**src/rtl/bsmdu_pkg.sv**
```systemverilog
// Package for the bit-serial multiply/divide unit.
// Holds the field widths, the operation codes and the result record type.
// No dependencies.
`default_nettype none

package bsmdu_pkg;

  localparam int CountW = 5;
  localparam int RegW   = 16;
  localparam int ShiftW = 24;

  localparam logic OP_TICK = 1'b0;
  localparam logic OP_LOAD = 1'b1;

  typedef struct packed {
    logic [RegW-1:0] product_remainder;
    logic [RegW-1:0] quotient_multiplier;
    logic            busy_res;
  } result_t;

endpackage

`default_nettype wire

```
**src/rtl/bit_serial_multiply_divide_unit_core.sv**
```systemverilog
// Bit-serial multiply/divide unit: up to one shift-add and one restoring-divide
// step per tick request while its count is nonzero, or a direct load of all state.
// Depends on bsmdu_pkg.
//
//   channel | direction | handshake         | payload
//   --------+-----------+-------------------+------------------------------------
//   in      | to unit   | in_valid/in_stall | op, load_mult_steps, load_div_steps,
//           |           |                   | load_quotient, load_product, load_shift
//   out     | from unit | out_valid/out_stall| product_remainder,
//           |           |                   | quotient_multiplier, busy_res
//
// One request per clock cycle while in_stall is low; results are registered.
// The state registers update in the same cycle a request is taken; the
// multiply add feeding the divide compare-subtract sets the cycle path.
// A two-entry output buffer (result register plus skid) keeps the input open
// for one more request while a result is stalled.
// Synchronous active-high rst clears the step counts, working registers and
// the output valid flags.
`default_nettype none

module bit_serial_multiply_divide_unit_core (
  input  wire                              clk,
  input  wire                              rst,
  input  wire                              in_valid,
  output logic                             in_stall,
  input  wire                              op,
  input  wire  [bsmdu_pkg::CountW-1:0]     load_mult_steps,
  input  wire  [bsmdu_pkg::CountW-1:0]     load_div_steps,
  input  wire  [bsmdu_pkg::RegW-1:0]       load_quotient,
  input  wire  [bsmdu_pkg::RegW-1:0]       load_product,
  input  wire  [bsmdu_pkg::ShiftW-1:0]     load_shift,
  output logic                             out_valid,
  input  wire                              out_stall,
  output logic [bsmdu_pkg::RegW-1:0]       product_remainder,
  output logic [bsmdu_pkg::RegW-1:0]       quotient_multiplier,
  output logic                             busy_res
);

  localparam int CW = bsmdu_pkg::CountW;
  localparam int RW = bsmdu_pkg::RegW;
  localparam int SW = bsmdu_pkg::ShiftW;

  logic [CW-1:0] mult_count, mult_count_next;
  logic [CW-1:0] div_count, div_count_next;
  logic [RW-1:0] quot_reg, quot_reg_next;
  logic [RW-1:0] prod_reg, prod_reg_next;
  logic [SW-1:0] shift_reg, shift_reg_next;

  bsmdu_pkg::result_t main_res, skid_res, new_res;
  logic               skid_valid;
  logic               accept_in;
  logic               main_free;

  // Intermediate values after the multiply step.
  logic [RW-1:0] m_quot, m_prod;
  logic [SW-1:0] m_shift;
  logic [CW-1:0] m_count;
  // Divide step.
  logic [SW-1:0] d_shift;
  logic          d_fits;
  logic [RW-1:0] d_prod, d_quot;
  logic [CW-1:0] d_count;

  assign in_stall  = skid_valid;
  assign accept_in = in_valid && !in_stall;
  assign main_free = !out_valid || !out_stall;

  always_comb begin
    // multiply step, skipped when no multiply is pending
    m_count = mult_count;
    m_quot  = quot_reg;
    m_prod  = prod_reg;
    m_shift = shift_reg;
    if (mult_count != '0) begin
      m_count = mult_count - CW'(1);
      if (quot_reg[0]) begin
        m_prod = prod_reg + shift_reg[RW-1:0];
      end
      m_quot  = quot_reg >> 1;
      m_shift = shift_reg << 1;
    end

    // divide step on the multiply result
    d_count = m_count;
    d_quot  = m_quot;
    d_prod  = m_prod;
    d_shift = m_shift;
    d_fits  = 1'b0;
    if (div_count != '0) begin
      d_count = div_count - CW'(1);
      d_shift = m_shift >> 1;
      d_fits  = {{(SW-RW){1'b0}}, m_prod} >= d_shift;
      d_prod  = d_fits ? (m_prod - d_shift[RW-1:0]) : m_prod;
      d_quot  = {m_quot[RW-2:0], d_fits};
    end

    if (op == bsmdu_pkg::OP_LOAD) begin
      mult_count_next = load_mult_steps;
      div_count_next  = load_div_steps;
      quot_reg_next   = load_quotient;
      prod_reg_next   = load_product;
      shift_reg_next  = load_shift;
    end else begin
      mult_count_next = d_count;
      div_count_next  = d_count == m_count ? div_count : d_count;
      quot_reg_next   = d_quot;
      prod_reg_next   = d_prod;
      shift_reg_next  = d_shift;
      if (div_count != '0) begin
        mult_count_next = m_count;
        div_count_next  = d_count;
      end
    end

    new_res.product_remainder   = prod_reg_next;
    new_res.quotient_multiplier = quot_reg_next;
    new_res.busy_res            = (mult_count_next != '0) || (div_count_next != '0);
  end

  always_ff @(posedge clk) begin
    if (rst) begin
      mult_count <= '0;
      div_count  <= '0;
      quot_reg   <= '0;
      prod_reg   <= '0;
      shift_reg  <= '0;
    end else if (accept_in) begin
      mult_count <= mult_count_next;
      div_count  <= div_count_next;
      quot_reg   <= quot_reg_next;
      prod_reg   <= prod_reg_next;
      shift_reg  <= shift_reg_next;
    end
  end

  always_ff @(posedge clk) begin
    if (rst) begin
      out_valid  <= 1'b0;
      skid_valid <= 1'b0;
    end else if (main_free) begin
      // drain the skid first; the input is stalled while it is full
      if (skid_valid) begin
        main_res   <= skid_res;
        out_valid  <= 1'b1;
        skid_valid <= 1'b0;
      end else begin
        if (accept_in) begin
          main_res <= new_res;
        end
        out_valid <= accept_in;
      end
    end else if (accept_in) begin
      skid_res   <= new_res;
      skid_valid <= 1'b1;
    end
  end

  assign product_remainder   = main_res.product_remainder;
  assign quotient_multiplier = main_res.quotient_multiplier;
  assign busy_res            = main_res.busy_res;

endmodule

`default_nettype wire

```
**config.mk**
```make
export PLATFORM = sky130hd
export DESIGN_NAME = bit_serial_multiply_divide_unit_core
export DESIGN_NICKNAME = d
export VERILOG_FILES = /design/src/rtl/bsmdu_pkg.sv /design/src/rtl/bit_serial_multiply_divide_unit_core.sv
export SDC_FILE = /design/constraint.sdc
export NUM_CORES = 1
export LEC_CHECK = 0
export BUFFER_PORTS_ARGS = -buffer_cell sky130_fd_sc_hd__buf_4
export CORE_MARGIN = 4
export CORE_UTILIZATION = 59
export DETAILED_ROUTE_END_ITERATION = 10
export PLACE_DENSITY = 0.81
export SLEW_MARGIN = 25
export SYNTH_ARGS = -nofsm -noshare
export SYNTH_HDL_FRONTEND = slang
export SYNTH_SLANG_ARGS = --single-unit
export TNS_END_PERCENT = 5
```
**constraint.sdc**
```tcl
create_clock -name clk -period 6.2 [get_ports clk]
set_input_delay 1.24 -clock clk [delete_from_list [all_inputs] [get_ports clk]]
set_output_delay 1.24 -clock clk [all_outputs]
set_load 0.01 [all_outputs]
```
Yosys cells after proc, flatten, opt, wreduce, memory -nomap -nowiden
Cells that the tools add are included.
Widths: inputs -> output; s select.
{"block": "totals", "out_inout_bits": 35, "word_cells": 59, "input_bits": 71, "regBits": 134}
{"block": "classes", "bitwise_logic": 2, "n_eq_ne": 1, "magnitude_cmp": 1, "n_addsub": 4, "n_reduce_logical": 16, "n_mux": 21}
{"cell": "$mux 16", "count": 8}
{"cell": "$mux 24", "count": 3}
{"cell": "$mux 33", "count": 2}
{"cell": "$mux 5", "count": 7}
{"cell": "$ge 16x23->1", "count": 1}
{"cell": "$reduce_bool 5->1", "count": 4}
{"cell": "$add 16x16->16", "count": 1}
{"cell": "$sub 16x16->16", "count": 1}
{"cell": "$sub 5x1->5 const B", "count": 2}
{"cell": "$reduce_and 3->1", "count": 2}
{"cell": "$eq 5x5->1", "count": 1}
{"cell": "$logic_not 1->1", "count": 3}
{"cell": "$reduce_bool 3->1", "count": 1}
{"cell": "$logic_or 1x1->1", "count": 2}
{"cell": "$not 1->1", "count": 2}
{"cell": "$reduce_and 2->1", "count": 1}
{"cell": "$reduce_bool 2->1", "count": 1}
{"cell": "$reduce_or 2->1", "count": 1}
{"cell": "$logic_and 1x1->1", "count": 1}
{"cell": "$mux 1", "count": 1}

Depth between registers and ports, before layout
Gate-level depths: netlist of run 1.
{"block": "depth", "ltp_word": 11, "mapped_depth": 19, "depth_no_buf": 18}

Least setup slack after synthesis of run 1
No wires, ideal clock.
{"block": "synth_path", "kind": "input port to flip-flop", "startpoint": "input rst", "endpoint": "register main_res, in the netlist busy_res, enable pin", "cell_stages": 3, "slack_ns": 1.641, "arrival_time_ns": 4.085, "n_path_buf": 2, "required_ns": 5.726, "cell_sequence": "clkbuf_1 > clkbuf_1 > a211oi_1"}
{"block": "synth_between", "elab_chain_len": 2}
{"element": "from (decl)", "line": "bit_serial_multiply_divide_unit_core.sv:23", "rtl": "input wire rst,"}
{"element": "$not 1->1 (no line)"}
{"element": "$reduce_and 3->1 (no line)"}
{"element": "to (signal assigned)", "line": "bit_serial_multiply_divide_unit_core.sv:143", "rtl": "main_res <= skid_res;"}
{"element": "to (signal assigned)", "line": "bit_serial_multiply_divide_unit_core.sv:148", "rtl": "main_res <= new_res;"}
{"element": "to (decl)", "line": "bit_serial_multiply_divide_unit_core.sv:49", "rtl": "bsmdu_pkg::result_t main_res, skid_res, new_res;"}
No other way between the ends.
A chain may end at the register's enable or synchronous reset.

==> results of run 1 <==
area by class of cell:
class,instances,area [µm²],share of cell area (%)
well taps,180,225.2,2.301
flip-flops and latches,134,3347,34.19
multi-input cells,744,4647,47.47
inverters,38,142.6,1.457
clock inverters,15,138.9,1.419
repair buffers,115,863.3,8.819
clock buffers,17,425.4,4.346
worst min-delay path by stage:
stage	from	end	slack, ns	cells after the start
floorplan	quot_reg[15]	quot_reg[15]	0.45	2
global placement	quot_reg[15]	quot_reg[15]	0.46	2
detailed placement	quot_reg[15]	quot_reg[15]	0.47	2
CTS	quot_reg[15]	quot_reg[15]	0.48	2
global route	quot_reg[15]	quot_reg[15]	0.50	2
finish	quot_reg[15]	quot_reg[15]	0.48	2
per-layer routing:
metal	track usage (%)	vias up	share of wire, %
li1	-	3757	-
met1	39.29	3644	44
met2	45.09	308	47
met3	4.515	42	6.9
met4	10.22	0	2.4
met5	0	-	0
critical path, delay by kind of cell, from the launching register on:
kind,cells,cell delay (ns)
flip-flops,1,0.33
XOR/XNOR,1,0.12
adder cells (fa/ha/maj),2,0.78
AO/OA/AOI/OAI,5,1.60
AND/OR/NAND/NOR,5,0.93
multiplexers,3,0.95
stage by stage:
| step | instances | power (W) | hold WS (ns) |
|---|---|---|---|
| finish | 1243 | 0.002877 | 0.4818 |
| CTS | 1243 | 0.002871 | 0.4784 |
| detailed placement | 1211 | 0.001916 | 0.4699 |
| floorplan | 983 | 0.001693 | 0.4496 |
| global route | 1243 | 0.003030 | 0.4976 |
| global placement | 1211 | 0.001900 | 0.4621 |
cell usage in the layout (no fill, tap or decap), types with 14 or more instances in the layout:
cell / synthesis / layout
nand2_1: 123 / 123
a211oi_1: 29 / 28
dfxtp_1: 68 / 67
ha_1: 33 / 33
nor3_1: 32 / 31
o21ai_0: 67 / 67
nand2b_1: 14 / 14
mux2_2: 20 / 20
a21oi_1: 70 / 70
clkbuf_16: 0 / 17
buf_4: 0 / 115
nor2_1: 105 / 105
nand3_1: 29 / 29
o22ai_1: 22 / 22
edfxtp_1: 66 / 66
mux2i_1: 21 / 21
inv_1: 37 / 37
o21a_1: 16 / 16
cells by family after synthesis:
family | share of synthesized area (%)
AND/OR/NAND/NOR | 19.18
AO/OA/AOI/OAI | 23.32
flip-flops | 39.64
buffers and inverters | 5.667
multiplexers | 5.162
adder cells (fa/ha/maj) | 5.370
XOR/XNOR | 1.661
power breakdown:
part | internal, W | switching, W
logic | 0.000351 | 0.000514
registers | 0.00100 | 0.0000530
clock network | 0.000527 | 0.000429
total | 0.00188 | 0.000997
==> reports/metrics.cfg, run 1 <==
[floorplanning]
fp.dieH_um=127.6
core_um2=13930
rows=43
die_w_um=127.6
die_area_um2=16270
io_pins=106
start_util_pct=60.53

[sta]
slew_viol_final=0
rsz0062_at_grt=no
hold_viol_final=0
slew_headroom_pct=35.03
fmax_ghz=0.2017
finalCriticalPeriod_ns=4.959
finClkSkew_ns=0.007038
tns_ns=0
min_period_over_period_pct=79.98
setup_violations=0
tightest_slew_ns=0.9746
setup_ws_ns=1.241

[routing]
drc=0
wl_mm=22.89
dr.pass1.iters=5
num_vias=7751
postRouteAntennaNets=0
vias_per_cell=6.236
wire_per_inst_um=18.41
drtIter0Drc=785

[cells_and_area]
post-route-util_pct=70.25
fillers=1111
final_area_um2=9789
largest_register_ffs=33
n_antenna_cell=0
syn2layout_area_growth_pct=16.07
fin_nets=1156
drive_above_1_share_pct=17.97

[synth]
synth_most_common_cell=nand2_1
netlist_instances=983
synth_enable_flop_cells=66
netlist_top_cells_count=nand2_1, nor2_1, a21oi_1
syn_nets=1089
syn_avg_cell_area_um2=8.580
synth.largest_area_cell=edfxtp_1
ys_seq_elements=134
ys_types=78
yosysSeqAreaShare_pct=39.64
yosysTopAreaCellShare_pct=23.50
yosys-top-cells-area=edfxtp_1, dfxtp_1, nand2_1
syn_area_um2=8434
async_flop_share_pct=0
ys.warnings.count=0
ys.flop_type=dfxtp_1

[global_routing]
grt_antenna_before_repair=0
grt_pass1_wl_mm=36.83
grt_pass1_vias=7186
grt_start_max_net_pins=99
overflow=0
track_usage_pct=28.36

[clocking]
cts_made_buffers=17
postCtsSetupBuffers=0
clk_path_buf_depth=2
clk_latency_ns=0.43
cts_tree=built
clkSlewWorstSetupHoldPaths_ns=0.06
ctsHoldBuffers=0
cts_resized=0
cts_max_level=4
cts_root_buffer=clkbuf_16
cts_sinks=134

[placement]
hpwl_mm=15.91
portBuffers=105
dp_slack_ns=1.299
place_congestion=0.9645
placed_area_um2=9223

[critical_path]
critPathCapture=product_remainder[7]
worst-r2r-setup-slack_ns=1.24
reg2reg_from=prod_reg[6]
end_kind=flip-flop
required_ns=6.37
cpPeakStageDelay_ns=0.52
crit_type=flip-flop to flip-flop
slowest_stage=a21oi_4
ff2ff_path_depth=16
worstPathCellList=ha_1, a2111oi_1, o21a_1, nor3_1, o22ai_1, mux2i_1, xor2_1, ha_1, and4_1, nand3_1, nor4_1, nor3b_2, a21oi_4, mux2_2, o21a_1, mux2_2
cp-start-kind=flip-flop
startpoint=prod_reg[6]
cp_max_fo=16
critPathArrivalTime_ns=5.13
reg2reg_to=product_remainder[7]

[pwr]
ir_drop_mv=0.1742
power_density_nw_per_um2=293.9
p_leak_nw=3.992

[hold_path]
min_path_type=flip-flop to flip-flop

[run]
cap_viol_max_count=0

[status]
status=completed

No activity file was read; power rests on OpenSTA's default activity.
==> run 2: changes to the inputs <==
==> constraint.sdc (replaced) <==
create_clock -name clk -period 5 [get_ports clk]
set_input_delay 1 -clock clk [delete_from_list [all_inputs] [get_ports clk]]
set_output_delay 1 -clock clk [all_outputs]
set_load 0.01 [all_outputs]
==> run 2 against run 1 <==
Clock power is 42% higher. Clock-buffer cell count unchanged. Critical path depth is the same. Global-route usage up 1.1 points. Sequential share of layout area decreased by 0.61 points. Sequential power is 24% higher. Critical path type unchanged.
==> reports/metrics.cfg, run 2 (same netlist as run 1, synthesis figures left out) <==
[pwr]
p_comb_share_pct=29.3  ; -0.8 points
p_sw_w=0.001267  ; +27%
total_power_w=0.003772  ; +31%
ir_drop_mv=0.2474  ; +42%
power.share.clock_pct=36.0  ; +2.8 points
p_leak_nw=4.092  ; +2.5%
p_int_w=0.002505  ; +33%
power_density_nw_per_um2=378.4  ; +29%
swShare_pct=33.59  ; -1.1 points
p_seq_share_pct=34.7  ; -2.0 points

[floorplanning]
rows=43  ; unchanged
die_area_um2=16270  ; unchanged
core_um2=13930  ; unchanged
io_pins=106  ; unchanged
fp.dieH_um=127.6  ; unchanged
start_util_pct=60.53  ; unchanged
die_w_um=127.6  ; unchanged

[cells_and_area]
post-route-util_pct=71.54  ; +1.3 points
layout_common_cells=buf_4, nand2_1, nor2_1
layout_commonest_cell=buf_4
largest_register_ffs=33  ; unchanged
fillers=1081  ; -2.7%
drive_above_1_share_pct=19.03  ; +1.1 points
stdcell_count=1257  ; +1.1%
syn2layout_area_growth_pct=18.19
multi_input_area_um2=4647  ; unchanged
n_antenna_cell=0  ; unchanged
regArea_um2=3347  ; unchanged
fin_nets=1170  ; +1.2%

[sta]
fmax_ghz=0.2090  ; +3.7%
tightest_slew_ns=0.8315  ; -0.1430 ns
min_period_over_period_pct=95.68  ; +16 points
rsz0062_at_grt=no
hold_viol_final=0  ; unchanged
setup_violations=0  ; unchanged
tns_ns=0  ; unchanged
finClkSkew_ns=0.006950  ; -0.00008718 ns
slew_viol_final=0  ; unchanged
finalCriticalPeriod_ns=4.784  ; -0.1750 ns
slew_headroom_pct=44.45  ; +9.4 points

[routing]
postRouteAntennaNets=0  ; unchanged
drtIter0Drc=934  ; +19%
num_vias=7961  ; +2.7%
drc=0  ; unchanged
dr.pass1.iters=5  ; unchanged
wl_mm=24.03  ; +5.0%
wire_per_inst_um=19.12  ; +3.9%
vias_per_cell=6.333  ; +1.6%

[global_routing]
grt_start_max_net_pins=69  ; -30%
overflow=0  ; unchanged
track_usage_pct=29.42  ; +1.1 points
grt_pass1_wl_mm=37.98  ; +3.1%
grt_antenna_before_repair=0  ; unchanged
grt_pass1_vias=7413  ; +3.2%

[status]
status=completed

[clocking]
cts_max_level=4  ; unchanged
cts_root_buffer=clkbuf_16
cts_made_buffers=17  ; unchanged
cts_sinks=134  ; unchanged
cts_resized=0  ; unchanged
ctsHoldBuffers=0  ; unchanged
clkSlewWorstSetupHoldPaths_ns=0.06  ; about the same
clk_latency_ns=0.43  ; about the same
clk_path_buf_depth=2  ; unchanged
cts_tree=built

[placement]
hpwl_mm=16.35  ; +2.8%
place_congestion=1.041  ; +7.9%
placedCellCount=1221  ; +0.83%
portBuffers=105  ; unchanged

[critical_path]
cp-start-kind=flip-flop
reg2reg_from=shift_reg[8]
crit_type=flip-flop to flip-flop
startpoint=shift_reg[8]
required_ns=5.18  ; -1.19 ns
end_kind=flip-flop
critPathArrivalTime_ns=4.97  ; -0.16 ns
cp_max_fo=13  ; -3

[hold_path]
min_path_type=flip-flop to flip-flop
min_from=prod_reg[8]

[run]
cap_viol_max_count=0  ; unchanged

-- run 2: changes by cell type in the layout (fill, tap and decap cells not counted), sizes merged --
cell | previous run | this run
clkinvlp | 1 | 2
bufinv | 0 | 3
inv | 44 | 45
clkinv | 8 | 3
buf | 115 | 129
-- run 2: repair_timing --
item | in CTS | in global routing
hold endpoints to repair | 0 | 0
setup endpoints to repair | 0 | 5
setup buffers | 0 | 4
-- run 2: layout make-up --
class | count | share of cell area [%]
Timing Repair Buffer | 129 | 9.715
Tap cell | 180 | 2.259
Sequential cell | 134 | 33.58
Inverter | 38 | 1.431
Clock buffer | 17 | 4.268
Multi-Input combinational cell | 744 | 46.62
Clock inverter | 15 | 2.134
-- run 2: per-stage QoR --
step	hold WS (ns)	cell area, µm²	setup slack, ns
floorplan	0.4496	8434	0.6813
global placement	0.4622	9298	0.3227
detailed placement	0.4739	9298	0.2422
CTS	0.4824	9936	0.2035
global route	0.5096	9968	0.01027
finish	0.4867	9968	0.2162
-- run 2: worst paths after layout --
path	end	slack [ns]	cells past startpoint
setup / recovery	product_remainder[2]	0.22	16
hold / removal	prod_reg[8]	0.49	2
setup reg to reg	product_remainder[2]	0.22	16
hold reg to reg	prod_reg[8]	0.49	2
-- run 2: power by group through the flow --
stage | clock (W) | sequential [W] | combinational [W]
4_1_cts | 0.00136 | 0.00131 | 0.00108
3_5_place_dp | 0 | 0.00133 | 0.00107
5_1_grt | 0.00141 | 0.00132 | 0.00122
3_3_place_gp | 0 | 0.00133 | 0.00104
6_report | 0.00136 | 0.00131 | 0.00110
2_1_floorplan | 0 | 0.00132 | 0.000780
-- run 2: critical path: stages, from the launching register on --
cell	delay [ns]
dfxtp_1	0.45
ha_1	0.33
a21o_1	0.20
a211oi_1	0.36
o211ai_1	0.13
o22ai_1	0.21
mux2i_1	0.25
xor2_1	0.11
ha_1	0.40
and4_1	0.22
nand3_1	0.13
nor4_1	0.37
nor3b_2	0.12
a21oi_4	0.39
mux2_2	0.40
o21a_1	0.20
mux2_2	0.26
-- run 2: per-layer routing --
layer | global-route usage [%] | share of wire, % | wire length, µm
met5 | 0 | 0 | 0
met4 | 12.68 | 3.1 | 749
met3 | 5.686 | 8.0 | 1923
met2 | 47.04 | 47 | 11220
met1 | 39.00 | 42 | 10140
